**src/design/olt_pkg.sv**
```systemverilog
// shared types and constants for the occupancy lamp timeout controller
`default_nettype none

package olt_pkg;

  // field widths
  localparam int unsigned DIST_W     = 16;
  localparam int unsigned TIMEOUT_W  = 32;
  localparam int unsigned LEVEL_W    = 7;
  localparam int unsigned CFG_IDX_W  = 3;
  localparam int unsigned CFG_DATA_W = 32;

  // divider sizing: dist * 100 fits in 23 bits, quotient never above 100
  localparam int unsigned NUM_W  = 23;
  localparam int unsigned QUOT_W = 7;
  localparam int unsigned IDX_W  = 3;

  // full scale percent, also the distance scale factor
  localparam logic [LEVEL_W-1:0] LEVEL_MAX = 7'd100;

  // distance change that counts as movement
  localparam logic [DIST_W-1:0] MOTION_BAND = 16'd3;

  typedef enum logic [CFG_IDX_W-1:0] {
    REG_SECURITY = 3'd0,
    REG_MAX_DIST = 3'd1,
    REG_TIMEOUT  = 3'd2,
    REG_CEILING  = 3'd3,
    REG_FLOOR    = 3'd4
  } cfg_reg_e;

  typedef enum logic [1:0] {
    ST_IDLE = 2'd0,
    ST_MUL  = 2'd1,
    ST_DIV  = 2'd2,
    ST_UPD  = 2'd3
  } ctrl_state_e;

  typedef struct packed {
    logic             capture;
    logic             mult;
    logic             div_step;
    logic [IDX_W-1:0] div_idx;
    logic             commit;
  } ctrl_cmd_t;

  typedef struct packed {
    logic need_div;
  } dp_status_t;

endpackage

`default_nettype wire

```
**src/design/olt_ctrl.sv**
```systemverilog
// sequencing state machine: capture, scale, divide steps, state commit
`default_nettype none

module olt_ctrl (
  input  wire logic               clk_i,
  input  wire logic               rst_ni,
  input  wire logic               in_valid_i,
  output logic                    in_ready_o,
  output logic                    out_valid_o,
  input  wire logic               out_ready_i,
  input  wire olt_pkg::dp_status_t status_i,
  output olt_pkg::ctrl_cmd_t      cmd_o
);

  olt_pkg::ctrl_state_e state_q, state_d;
  logic [olt_pkg::IDX_W-1:0] idx_q, idx_d;
  logic out_valid_q, out_valid_d;
  logic out_free;

  assign out_free = !out_valid_q || out_ready_i;

  // next state
  always_comb begin
    state_d = state_q;
    case (state_q)
      olt_pkg::ST_IDLE: begin
        if (in_valid_i) state_d = olt_pkg::ST_MUL;
      end
      olt_pkg::ST_MUL: begin
        state_d = status_i.need_div ? olt_pkg::ST_DIV : olt_pkg::ST_UPD;
      end
      olt_pkg::ST_DIV: begin
        if (idx_q == '0) state_d = olt_pkg::ST_UPD;
      end
      olt_pkg::ST_UPD: begin
        if (out_free) state_d = olt_pkg::ST_IDLE;
      end
      default: state_d = olt_pkg::ST_IDLE;
    endcase
  end

  // outputs
  always_comb begin
    cmd_o          = '0;
    cmd_o.div_idx  = idx_q;
    in_ready_o     = 1'b0;
    case (state_q)
      olt_pkg::ST_IDLE: begin
        in_ready_o    = 1'b1;
        cmd_o.capture = in_valid_i;
      end
      olt_pkg::ST_MUL: cmd_o.mult = 1'b1;
      olt_pkg::ST_DIV: cmd_o.div_step = 1'b1;
      olt_pkg::ST_UPD: cmd_o.commit = out_free;
      default: cmd_o = '0;
    endcase
  end

  always_comb begin
    idx_d = idx_q;
    if (cmd_o.mult) begin
      idx_d = olt_pkg::IDX_W'(olt_pkg::QUOT_W - 1);
    end else if (cmd_o.div_step && idx_q != '0) begin
      idx_d = idx_q - 1'b1;
    end
  end

  assign out_valid_d = cmd_o.commit || (out_valid_q && !out_ready_i);
  assign out_valid_o = out_valid_q;

  always_ff @(posedge clk_i or negedge rst_ni) begin
    if (!rst_ni) begin
      state_q     <= olt_pkg::ST_IDLE;
      idx_q       <= '0;
      out_valid_q <= 1'b0;
    end else begin
      state_q     <= state_d;
      idx_q       <= idx_d;
      out_valid_q <= out_valid_d;
    end
  end

endmodule

`default_nettype wire

```
**src/design/olt_dp.sv**
```systemverilog
// datapath: config registers, input capture, percent divider, lamp and timer state
`default_nettype none

module olt_dp #(
  parameter int unsigned ELAPSED_BITS = 32
) (
  input  wire logic                              clk_i,
  input  wire logic                              rst_ni,
  input  wire logic                              cfg_valid_i,
  input  wire logic [olt_pkg::CFG_IDX_W-1:0]     cfg_index_i,
  input  wire logic [olt_pkg::CFG_DATA_W-1:0]    cfg_data_i,
  input  wire logic                              func_i,
  input  wire logic [olt_pkg::DIST_W-1:0]        distance_i,
  input  wire olt_pkg::ctrl_cmd_t                cmd_i,
  output olt_pkg::dp_status_t                    status_o,
  output logic                                   lamp_on_o,
  output logic [olt_pkg::LEVEL_W-1:0]            lamp_level_o,
  output logic                                   alarm_active_o,
  output logic                                   hold_running_o
);

  localparam int unsigned CMP_W = (ELAPSED_BITS > olt_pkg::TIMEOUT_W) ?
                                  ELAPSED_BITS : olt_pkg::TIMEOUT_W;

  // config registers
  logic                            sec_q;
  logic [olt_pkg::DIST_W-1:0]      max_q;
  logic [olt_pkg::TIMEOUT_W-1:0]   timeout_q;
  logic [olt_pkg::LEVEL_W-1:0]     ceil_q;
  logic [olt_pkg::LEVEL_W-1:0]     floor_q;

  // captured word and divider
  logic                            func_q;
  logic [olt_pkg::DIST_W-1:0]      dist_q;
  logic [olt_pkg::NUM_W-1:0]       num_q;
  logic [olt_pkg::QUOT_W-1:0]      quot_q;
  logic [olt_pkg::NUM_W-1:0]       trial;

  // lamp and timer state
  logic                            lamp_q, lamp_d;
  logic [olt_pkg::LEVEL_W-1:0]     level_q, level_d;
  logic                            alarm_q, alarm_d;
  logic                            timer_q, timer_d;
  logic [ELAPSED_BITS-1:0]         elapsed_q, elapsed_d;
  logic [olt_pkg::DIST_W-1:0]      ref_q, ref_d;
  logic [olt_pkg::DIST_W-1:0]      blk_q, blk_d;
  logic                            blk_valid_q, blk_valid_d;

  logic                            in_range;
  logic [olt_pkg::DIST_W-1:0]      diff_blk, diff_ref;
  logic                            moved_blk, moved_ref, expired;
  logic [olt_pkg::LEVEL_W-1:0]     ceil_c, floor_c, lvl_raw, lvl_top, lvl_fin;

  always_ff @(posedge clk_i or negedge rst_ni) begin
    if (!rst_ni) begin
      sec_q     <= 1'b0;
      max_q     <= '0;
      timeout_q <= '0;
      ceil_q    <= olt_pkg::LEVEL_MAX;
      floor_q   <= '0;
    end else if (cfg_valid_i) begin
      case (cfg_index_i)
        olt_pkg::REG_SECURITY: sec_q     <= cfg_data_i[0];
        olt_pkg::REG_MAX_DIST: max_q     <= cfg_data_i[olt_pkg::DIST_W-1:0];
        olt_pkg::REG_TIMEOUT:  timeout_q <= cfg_data_i[olt_pkg::TIMEOUT_W-1:0];
        olt_pkg::REG_CEILING:  ceil_q    <= cfg_data_i[olt_pkg::LEVEL_W-1:0];
        olt_pkg::REG_FLOOR:    floor_q   <= cfg_data_i[olt_pkg::LEVEL_W-1:0];
        default: ;
      endcase
    end
  end

  assign in_range = dist_q <= max_q;
  assign status_o.need_div = !func_q && !sec_q && in_range && (max_q != '0);

  // restoring divide, one quotient bit per step, msb first
  assign trial = olt_pkg::NUM_W'(max_q) << cmd_i.div_idx;

  always_ff @(posedge clk_i) begin
    if (cmd_i.capture) begin
      func_q <= func_i;
      dist_q <= distance_i;
    end
    if (cmd_i.mult) begin
      num_q  <= olt_pkg::NUM_W'(dist_q) * olt_pkg::NUM_W'(olt_pkg::LEVEL_MAX);
      quot_q <= '0;
    end else if (cmd_i.div_step && num_q >= trial) begin
      num_q                 <= num_q - trial;
      quot_q[cmd_i.div_idx] <= 1'b1;
    end
  end

  assign diff_blk  = (dist_q >= blk_q) ? (dist_q - blk_q) : (blk_q - dist_q);
  assign diff_ref  = (dist_q >= ref_q) ? (dist_q - ref_q) : (ref_q - dist_q);
  assign moved_blk = diff_blk >= olt_pkg::MOTION_BAND;
  assign moved_ref = diff_ref >= olt_pkg::MOTION_BAND;
  assign expired   = CMP_W'(elapsed_q) >= CMP_W'(timeout_q);

  // clamp registers saturate at full scale, floor applied last
  assign ceil_c  = (ceil_q > olt_pkg::LEVEL_MAX) ? olt_pkg::LEVEL_MAX : ceil_q;
  assign floor_c = (floor_q > olt_pkg::LEVEL_MAX) ? olt_pkg::LEVEL_MAX : floor_q;
  assign lvl_raw = olt_pkg::LEVEL_MAX - quot_q;
  assign lvl_top = (lvl_raw > ceil_c) ? ceil_c : lvl_raw;
  assign lvl_fin = (lvl_top < floor_c) ? floor_c : lvl_top;

  always_comb begin
    lamp_d      = lamp_q;
    level_d     = level_q;
    alarm_d     = alarm_q;
    timer_d     = timer_q;
    elapsed_d   = elapsed_q;
    ref_d       = ref_q;
    blk_d       = blk_q;
    blk_valid_d = blk_valid_q;
    if (func_q) begin
      if (timer_q && elapsed_q != '1) elapsed_d = elapsed_q + 1'b1;
    end else begin
      if (sec_q && in_range) begin
        alarm_d = 1'b1;
      end else if (!sec_q) begin
        alarm_d = 1'b0;
      end
      if (!sec_q && in_range) begin
        if (!blk_valid_q || moved_blk) begin
          level_d     = lvl_fin;
          blk_valid_d = 1'b0;
          if (timer_q) begin
            if (moved_ref) begin
              ref_d     = dist_q;
              elapsed_d = '0;
            end else if (expired) begin
              lamp_d      = 1'b0;
              timer_d     = 1'b0;
              elapsed_d   = '0;
              ref_d       = '0;
              blk_d       = dist_q;
              blk_valid_d = 1'b1;
            end
          end else begin
            lamp_d = 1'b1;
            if (timeout_q != '0) begin
              ref_d   = dist_q;
              timer_d = 1'b1;
            end
          end
        end
      end else begin
        lamp_d    = 1'b0;
        timer_d   = 1'b0;
        elapsed_d = '0;
      end
    end
  end

  always_ff @(posedge clk_i or negedge rst_ni) begin
    if (!rst_ni) begin
      lamp_q      <= 1'b0;
      level_q     <= '0;
      alarm_q     <= 1'b0;
      timer_q     <= 1'b0;
      elapsed_q   <= '0;
      ref_q       <= '0;
      blk_q       <= '0;
      blk_valid_q <= 1'b0;
    end else if (cmd_i.commit) begin
      lamp_q      <= lamp_d;
      level_q     <= level_d;
      alarm_q     <= alarm_d;
      timer_q     <= timer_d;
      elapsed_q   <= elapsed_d;
      ref_q       <= ref_d;
      blk_q       <= blk_d;
      blk_valid_q <= blk_valid_d;
    end
  end

  assign lamp_on_o      = lamp_q;
  assign lamp_level_o   = level_q;
  assign alarm_active_o = alarm_q;
  assign hold_running_o = timer_q;

endmodule

`default_nettype wire

```
**src/design/occupancy_lamp_timeout_controller.sv**
```systemverilog
// top level of the occupancy lamp timeout controller
// Each input word is either a distance sample (func 0) or one time tick (func 1),
// and each one returns exactly one output word showing lamp, level, alarm and
// hold timer state after the word is applied. Words are handled one at a time:
// a tick or a sample that needs no divide goes through capture, scale and commit
// before out_valid_o rises, while an in-range lighting sample with a nonzero max
// distance also runs the 7-step restoring divider that forms the distance percent
// (one quotient bit per cycle). The next word is taken in the cycle after a
// result is committed. A finished word sits in the state registers behind
// out_valid_o while the next word is already accepted; the new result is
// committed only once the previous one has been taken, so a held output
// stalls the input after one more word.
// Configuration writes are always taken (cfg_ready_o is tied high) and must
// only be issued while no word is in flight; indexes beyond the register list
// are ignored.
`default_nettype none

module occupancy_lamp_timeout_controller #(
  parameter int unsigned ELAPSED_BITS = 32  // width of the saturating tick counter
) (
  input  wire logic                           clk_i,
  input  wire logic                           rst_ni,
  // input words
  input  wire logic                           in_valid_i,
  output logic                                in_ready_o,
  input  wire logic                           func_i,
  input  wire logic [olt_pkg::DIST_W-1:0]     distance_i,
  // output words
  output logic                                out_valid_o,
  input  wire logic                           out_ready_i,
  output logic                                lamp_on_o,
  output logic [olt_pkg::LEVEL_W-1:0]         lamp_level_o,
  output logic                                alarm_active_o,
  output logic                                hold_running_o,
  // config writes
  input  wire logic                           cfg_valid_i,
  output logic                                cfg_ready_o,
  input  wire logic [olt_pkg::CFG_IDX_W-1:0]  cfg_index_i,
  input  wire logic [olt_pkg::CFG_DATA_W-1:0] cfg_data_i
);

  olt_pkg::ctrl_cmd_t  cmd;
  olt_pkg::dp_status_t status;

  // register writes never stall
  assign cfg_ready_o = 1'b1;

  // sequencer: capture, scale by 100, divide when needed, commit
  olt_ctrl u_ctrl (
    .clk_i       (clk_i),
    .rst_ni      (rst_ni),
    .in_valid_i  (in_valid_i),
    .in_ready_o  (in_ready_o),
    .out_valid_o (out_valid_o),
    .out_ready_i (out_ready_i),
    .status_i    (status),
    .cmd_o       (cmd)
  );

  // config, divider and lamp/timer state; state registers double as output word
  olt_dp #(
    .ELAPSED_BITS (ELAPSED_BITS)
  ) u_dp (
    .clk_i          (clk_i),
    .rst_ni         (rst_ni),
    .cfg_valid_i    (cfg_valid_i),
    .cfg_index_i    (cfg_index_i),
    .cfg_data_i     (cfg_data_i),
    .func_i         (func_i),
    .distance_i     (distance_i),
    .cmd_i          (cmd),
    .status_o       (status),
    .lamp_on_o      (lamp_on_o),
    .lamp_level_o   (lamp_level_o),
    .alarm_active_o (alarm_active_o),
    .hold_running_o (hold_running_o)
  );

endmodule

`default_nettype wire

```
**config.mk**
```make
export PLATFORM = sky130hd
export DESIGN_NAME = occupancy_lamp_timeout_controller
export DESIGN_NICKNAME = d
export VERILOG_FILES = /design/src/design/olt_pkg.sv /design/src/design/olt_ctrl.sv /design/src/design/olt_dp.sv /design/src/design/occupancy_lamp_timeout_controller.sv
export SDC_FILE = /design/constraint.sdc
export NUM_CORES = 1
export LEC_CHECK = 0
export ABC_AREA = 1
export BUFFER_PORTS_ARGS = -buffer_cell sky130_fd_sc_hd__clkbuf_2
export CAP_MARGIN = 25
export CORE_UTILIZATION = 60
export CTS_CLUSTER_DIAMETER = 40
export CTS_CLUSTER_SIZE = 12
export DETAILED_ROUTE_END_ITERATION = 10
export PLACE_DENSITY = 0.81
export SETUP_SLACK_MARGIN = 0.05
export SLEW_MARGIN = 5
export SYNTH_ARGS = -nofsm -noshare
export SYNTH_HDL_FRONTEND = slang
export SYNTH_HIERARCHICAL = 1
export SYNTH_SLANG_ARGS = --single-unit
```
**constraint.sdc**
```tcl
create_clock -name clk_i -period 4.3 [get_ports clk_i]
set_input_delay 0.215 -clock clk_i [delete_from_list [all_inputs] [get_ports clk_i]]
set_output_delay 0.215 -clock clk_i [all_outputs]
set_load 0.05 [all_outputs]
```
[Word-level counts from Yosys, hierarchy flattened]
Cells that the tools add are included.
Word-level totals
  word-level logic and storage cells: 156
  register bits after elaboration: 191
  output and inout port bits: 13
Operators by class
  equal/unequal tests: 20
  order comparisons: 13
  bitwise gates (word level): 3
  multipliers: 1
  shifts and indexed selects: 1
  muxes and demuxes: 49
  reductions and logical operators: 40
  $add $sub $neg: 8
Operators with widths (count)
  32-bit two-way mux: 7
  16-bit two-way mux: 6
  16-bit subtractor: 4
  23-bit two-way mux: 2
  32-bit by 1-bit adder with 32-bit output, second input constant: 1
  16-bit >= comparator: 2
  16-bit by 2-bit >= comparator with 1-bit output, second input constant: 2
  32-bit >= comparator: 1
  32-bit inequality test, second input constant: 1
  32-bit nonzero test: 1
  7-bit two-way mux: 4
  23-bit >= comparator: 1
  1-bit two-way mux: 23
  16-bit by 3-bit << shifter with 23-bit output: 1
  23-bit subtractor: 1
  16-bit by 5-bit multiplier with 21-bit output, second input constant: 1
  16-bit <= comparator: 1
  16-bit nonzero test: 1
  7-bit > comparator, second input constant: 2
  1-bit logical AND: 10
  2-bit AND reduction: 5
  5-bit AND reduction: 2
  3-bit inequality test, second input constant: 3
  3-bit AND reduction: 3
  other kinds (31): 50

[Longest topological paths before layout]
  word-level depth: 8
  depth in mapped cells: 25
  mapped depth without buffers: 24

[By module]
Netlist, hierarchy kept.
By module, submodules not included
  olt_dp: cells an instance 2461, sequential area each 4778.3 µm², area an instance 16968.8 µm², times used 1
  olt_ctrl: cells an instance 49, sequential area each 150.1 µm², area an instance 394.1 µm², times used 1
  occupancy_lamp_timeout_controller: cells an instance 2, sequential area each 0.0 µm², area an instance 11.3 µm², times used 1

[Worst setup path before layout]
OpenSTA, ideal clock, no wires.
  path type: register -> register
  from: reg u_dp/quot_q[0] in the netlist's numbering
  to: reg u_dp.level_q, in the netlist u_dp/lamp_level_o[0]
  data arrival time: 3.664 ns
  clock period less this slack: 3.791 ns
  setup slack: 0.509 ns
  stages on the path, launching flop included: 22
  path through: dfxtp_1 inv_1 ha_1 or2_2 nand3_1 nand2_1 xor2_1 ha_1 nand2_1 nor2_1 nand2_1 o211ai_1 nand2_1 clkbuf_1 o21ai_0 ha_1 a21oi_1 nor2_1 a211oi_1 nand2_1 o21ai_0 o21ai_0
Between the ends
  longest elaborated chain between the ends: 5
Ends and longest elaborated chain
  from (decl): line olt_dp.sv:36  | logic [olt_pkg::QUOT_W-1:0] quot_q;
  from (signal assigned): line olt_dp.sv:86  | quot_q <= '0;
  from (signal, indexed assignment): line olt_dp.sv:89  | quot_q[cmd_i.div_idx] <= 1'b1;
  7-bit subtractor (*): line olt_dp.sv:102  | assign lvl_raw = olt_pkg::LEVEL_MAX - quot_q;
  7-bit > comparator: line olt_dp.sv:103  | assign lvl_top = (lvl_raw > ceil_c) ? ceil_c : lvl_raw;
  7-bit two-way mux (*): line olt_dp.sv:103
  7-bit < comparator: line olt_dp.sv:104  | assign lvl_fin = (lvl_top < floor_c) ? floor_c : lvl_top;
  7-bit two-way mux (*): line olt_dp.sv:104
  to (signal assigned): line olt_dp.sv:167  | level_q <= level_d;
  to (decl): line olt_dp.sv:41  | logic [olt_pkg::LEVEL_W-1:0] level_q, level_d;
Every way passes the cells marked *; elsewhere a longest branch is shown, timed or not.
A chain may end at the register's enable or synchronous reset.

[Worst setup path in the final report]
  from: reg u_dp/dist_q[7] in the netlist's numbering
  to: reg u_dp/num_q[22] in the netlist's numbering (data pin)
Between the ends
  longest elaborated chain between the ends: 2
Ends and longest elaborated chain
  from (decl): line olt_dp.sv:34  | logic [olt_pkg::DIST_W-1:0] dist_q;
  from (signal assigned): line olt_dp.sv:82  | dist_q <= distance_i;
  16-bit by 5-bit multiplier with 21-bit output: line olt_dp.sv:85  | num_q <= olt_pkg::NUM_W'(dist_q) * olt_pkg::NUM_W'(olt_pkg::LEVEL_MAX);
  23-bit two-way mux: line olt_dp.sv:84  | if (cmd_i.mult) begin
  to (signal assigned): line olt_dp.sv:85
  to (signal assigned): line olt_dp.sv:88  | num_q <= num_q - trial;
  to (decl): line olt_dp.sv:35  | logic [olt_pkg::NUM_W-1:0] num_q;
Every way passes these cells.

==> impl_metrics.env <==
export IMPL_crit_path_end_kind="register"
export IMPL_min_period_ps=3954
export IMPL_multiInputGateArea_mm2=0.01064
export IMPL_routed_via_density=5.691
export IMPL_outcome="complete, no violations"
export IMPL_grt_pass1_wl_mm=80.53
export IMPL_ys_seq_area_share_pct=28.37
export IMPL_num_vias=17000
export IMPL_core_area_mm2=0.02816
export IMPL_leakage_nw=10.04
export IMPL_hpwl_mm=38.67
export IMPL_worstMarginPinSlew_ps=1054
export IMPL_combPwrFrac_pct=62.7
export IMPL_maxCapViolations=0
export IMPL_rsz0062_at_grt="false"
export IMPL_period_share_pct=91.97
export IMPL_crit_start="u_dp/dist_q[7]"
export IMPL_endpoint="u_dp/num_q[22]"
export IMPL_synth_compound_area_share_pct=13.21
export IMPL_cp_arrival_ps=4150
export IMPL_fillCellCount=2497
export IMPL_gr_usage_met1_pct=43.12
export IMPL_hold_slack_ps=9.455
export IMPL_power_density_mw_per_mm2=634.7
export IMPL_htreeDepth=4
export IMPL_synth_area_per_cell_um2=6.916
export IMPL_power_frac_seq_pct=23.0
export IMPL_p_sw_share_pct=51.12
export IMPL_synth_adder_area_share_pct=16.68
export IMPL_path_max_fanout=7
export IMPL_dieArea_mm2=0.02964
export IMPL_power_frac_clock_pct=14.3
export IMPL_drtIter0Drc=1535
export IMPL_clkTransAtPathRegs_ps=80
export IMPL_synth_cell_types=54
export IMPL_postSynth_asyncResetShare_pct=75.39
export IMPL_ant_nets=0
export IMPL_max_freq_mhz=252.9
export IMPL_grt_busiest_layer="met2"
export IMPL_clock_sinks=191
export IMPL_grt_max_degree=65
export IMPL_intPower_w=0.005890
export IMPL_r2r_cells=16
export IMPL_syn_inst=2512
export IMPL_cts_path_max_buffers=2
export IMPL_hold_viol=0
export IMPL_irDropWorstVdd_uv=431.4
export IMPL_synth_edf_count=38
export IMPL_wl_mm=49.40
export IMPL_hold_path_cell_count=3
export IMPL_ys_warnings_count=6
export IMPL_first_pass_iters=8
export IMPL_synth_simple_area_share_pct=28.84
export IMPL_antenna_found_initial=2
export IMPL_numCtsBuffers=17
export IMPL_groute_usage_overall_pct=34.73
export IMPL_clk_latency_ps=450
export IMPL_critPathRequiredTime_ps=4490
export IMPL_worst_r2r_setup_slack_ps=350
export IMPL_wl_per_cell_um=16.54
export IMPL_ys_seq_elements=191
export IMPL_met2_usage_pct=60.47
export IMPL_die_y_um=172.2
export IMPL_finalSetupViolations=0
export IMPL_area_growth_pct=9.254
export IMPL_die_width_um=172.2
export IMPL_ios=70
export IMPL_grt_pass1_vias=16380
export IMPL_rr_startpoint="u_dp/dist_q[7]"
export IMPL_slew_violations=0
export IMPL_power_switching_w=0.006159
export IMPL_skew_ps=18.51
export IMPL_synth_area_mm2=0.01737
export IMPL_grt_overflow_total=0
export IMPL_post_cts_setup_buffers=0
export IMPL_portBuffers=68
export IMPL_layout_common_cells="706 x nand2_1, 395 x inv_1, 206 x ha_1, 168 x o21ai_0, 167 x nor2_1"
export IMPL_tns_ps=0
export IMPL_max_slew_margin_pct=29.68
export IMPL_num_nets_final=2873
export IMPL_seqCellArea_mm2=0.004928
export IMPL_final_common_cell="nand2_1"
export IMPL_crit_type="register to register"
export IMPL_synthXorXnorAreaFrac_pct=2.218
export IMPL_synth_top_family_by_area="simple AND/OR/NAND/NOR gates"
export IMPL_gp_congestion=1.001
export IMPL_syn_num_nets=2791
export IMPL_synthFlopType="dfrtp_1"
export IMPL_drc=0
export IMPL_root_buffer="clkbuf_16"
export IMPL_cts_tree="built"
export IMPL_start_kind="register"
export IMPL_muxShareOfSynthArea_pct=0.2304
export IMPL_grtUsageMet3_pct=5.470
export IMPL_rows=61
export IMPL_hold_class="primary input to register"
export IMPL_r2r_end="u_dp/num_q[22]"
export IMPL_start_util_pct=61.69
export IMPL_layout_drive_gt1_share_pct=8.899
==> synth_stat cells, types with 28 or more instances <==
master / count / area, µm²
xor2_1: 29 / 254.0
inv_1: 395 / 1483
a21oi_1: 159 / 795.8
nand4_1: 37 / 231.5
clkbuf_1: 31 / 116.4
nor2_1: 167 / 626.9
nand3_1: 147 / 735.7
ha_1: 206 / 2577
nand2_2: 29 / 181.4
edfxtp_1: 38 / 1141
dfrtp_1: 141 / 3528
nand2_1: 707 / 2654
o21ai_0: 168 / 840.8
nor3_1: 28 / 140.1
==> metal layers <==
layer | routed length [µm] | share of wire, %
met4 | 1642 | 3.3
met2 | 23850 | 48
met3 | 3592 | 7.3
met1 | 20310 | 41
met5 | 11 | 0.022
==> power by group through the flow <==
stage	clock, W	sequential, W	combinational (W)
after detailed placement	0	0.00278	0.00734
after global routing	0.00182	0.00281	0.00846
after CTS	0.00174	0.00275	0.00741
after floorplan	0	0.00279	0.00539
final	0.00172	0.00277	0.00756
after global placement	0	0.00277	0.00716
==> kinds of logic (layout without fill, tap and decap cells) <==
kind of cell	after synthesis	after routing
AND/OR/NAND/NOR	1171	1171
buffers and inverters	462	557
AO/OA/AOI/OAI	417	417
adder cells (fa/ha/maj)	222	222
flip-flops	191	191
XOR/XNOR	44	44
multiplexers	4	4
other	1	3
==> metrics by stage <==
step                power [W]  cell area (µm²)  worst slack, ps  util [%]  cells
global route          0.01309            18980            76.87     67.38   2985
detailed placement    0.01012            18200            362.7     64.63   2939
CTS                   0.01190            18970            334.8     67.37   2985
global placement     0.009930            18200            524.1     64.63   2939
finish                0.01205            18980            345.5     67.40   2987
floorplan            0.008182            17370            509.2         -   2512
==> worst min-delay path by stage <==
stage / start / end / slack (ps)
floorplan: rst_ni / u_ctrl/idx_q[0] / -80
global placement: rst_ni / u_dp/elapsed_q[27] / 190
detailed placement: rst_ni / u_dp/elapsed_q[25] / 190
CTS: cfg_data_i[26] / u_dp/timeout_q[26] / 0.3
global route: cfg_data_i[26] / u_dp/timeout_q[26] / 6
finish: cfg_data_i[26] / u_dp/timeout_q[26] / 9
==> critical path, cell delays in order, from the launching register on <==
cell and delay (ps):
edfxtp_1 540, ha_1 360, ha_1 280, inv_1 60, fa_1 540, inv_1 60, ha_1 380, nand2_1 80
o21a_1 180, o21ai_0 120, a21boi_0 190, o21ai_0 310, nand2_1 110, nor2_1 150, nor2_1 60, o21ai_0 180
o22ai_1 100
==> layout make-up <==
class	count	share of cell area (%)
repair buffers	117	4.080
multi-input cells	1859	56.03
clock inverters	15	1.094
clock buffers	17	2.241
well taps	378	2.492
flip-flops and latches	191	25.96
inverters	408	8.068
diodes	2	0.02637
==> sequential cells by signal, summed over array words and instances (netlist names), 16 cells and up <==
register and count:
u_dp/num_q 23, u_dp/max_q 16, u_dp/timeout_q 32, u_dp/dist_q 16, u_dp/blk_q 16, u_dp/ref_q 16, u_dp/elapsed_q 32
==> repair_timing <==
action                                  in CTS  in global routing
endpoints found under the setup margin       0                  7
hold buffers                                14                  0
gates resized for setup                      0                  1
endpoints found under the hold margin       64                  0
Power figures use the tool's default switching activity.
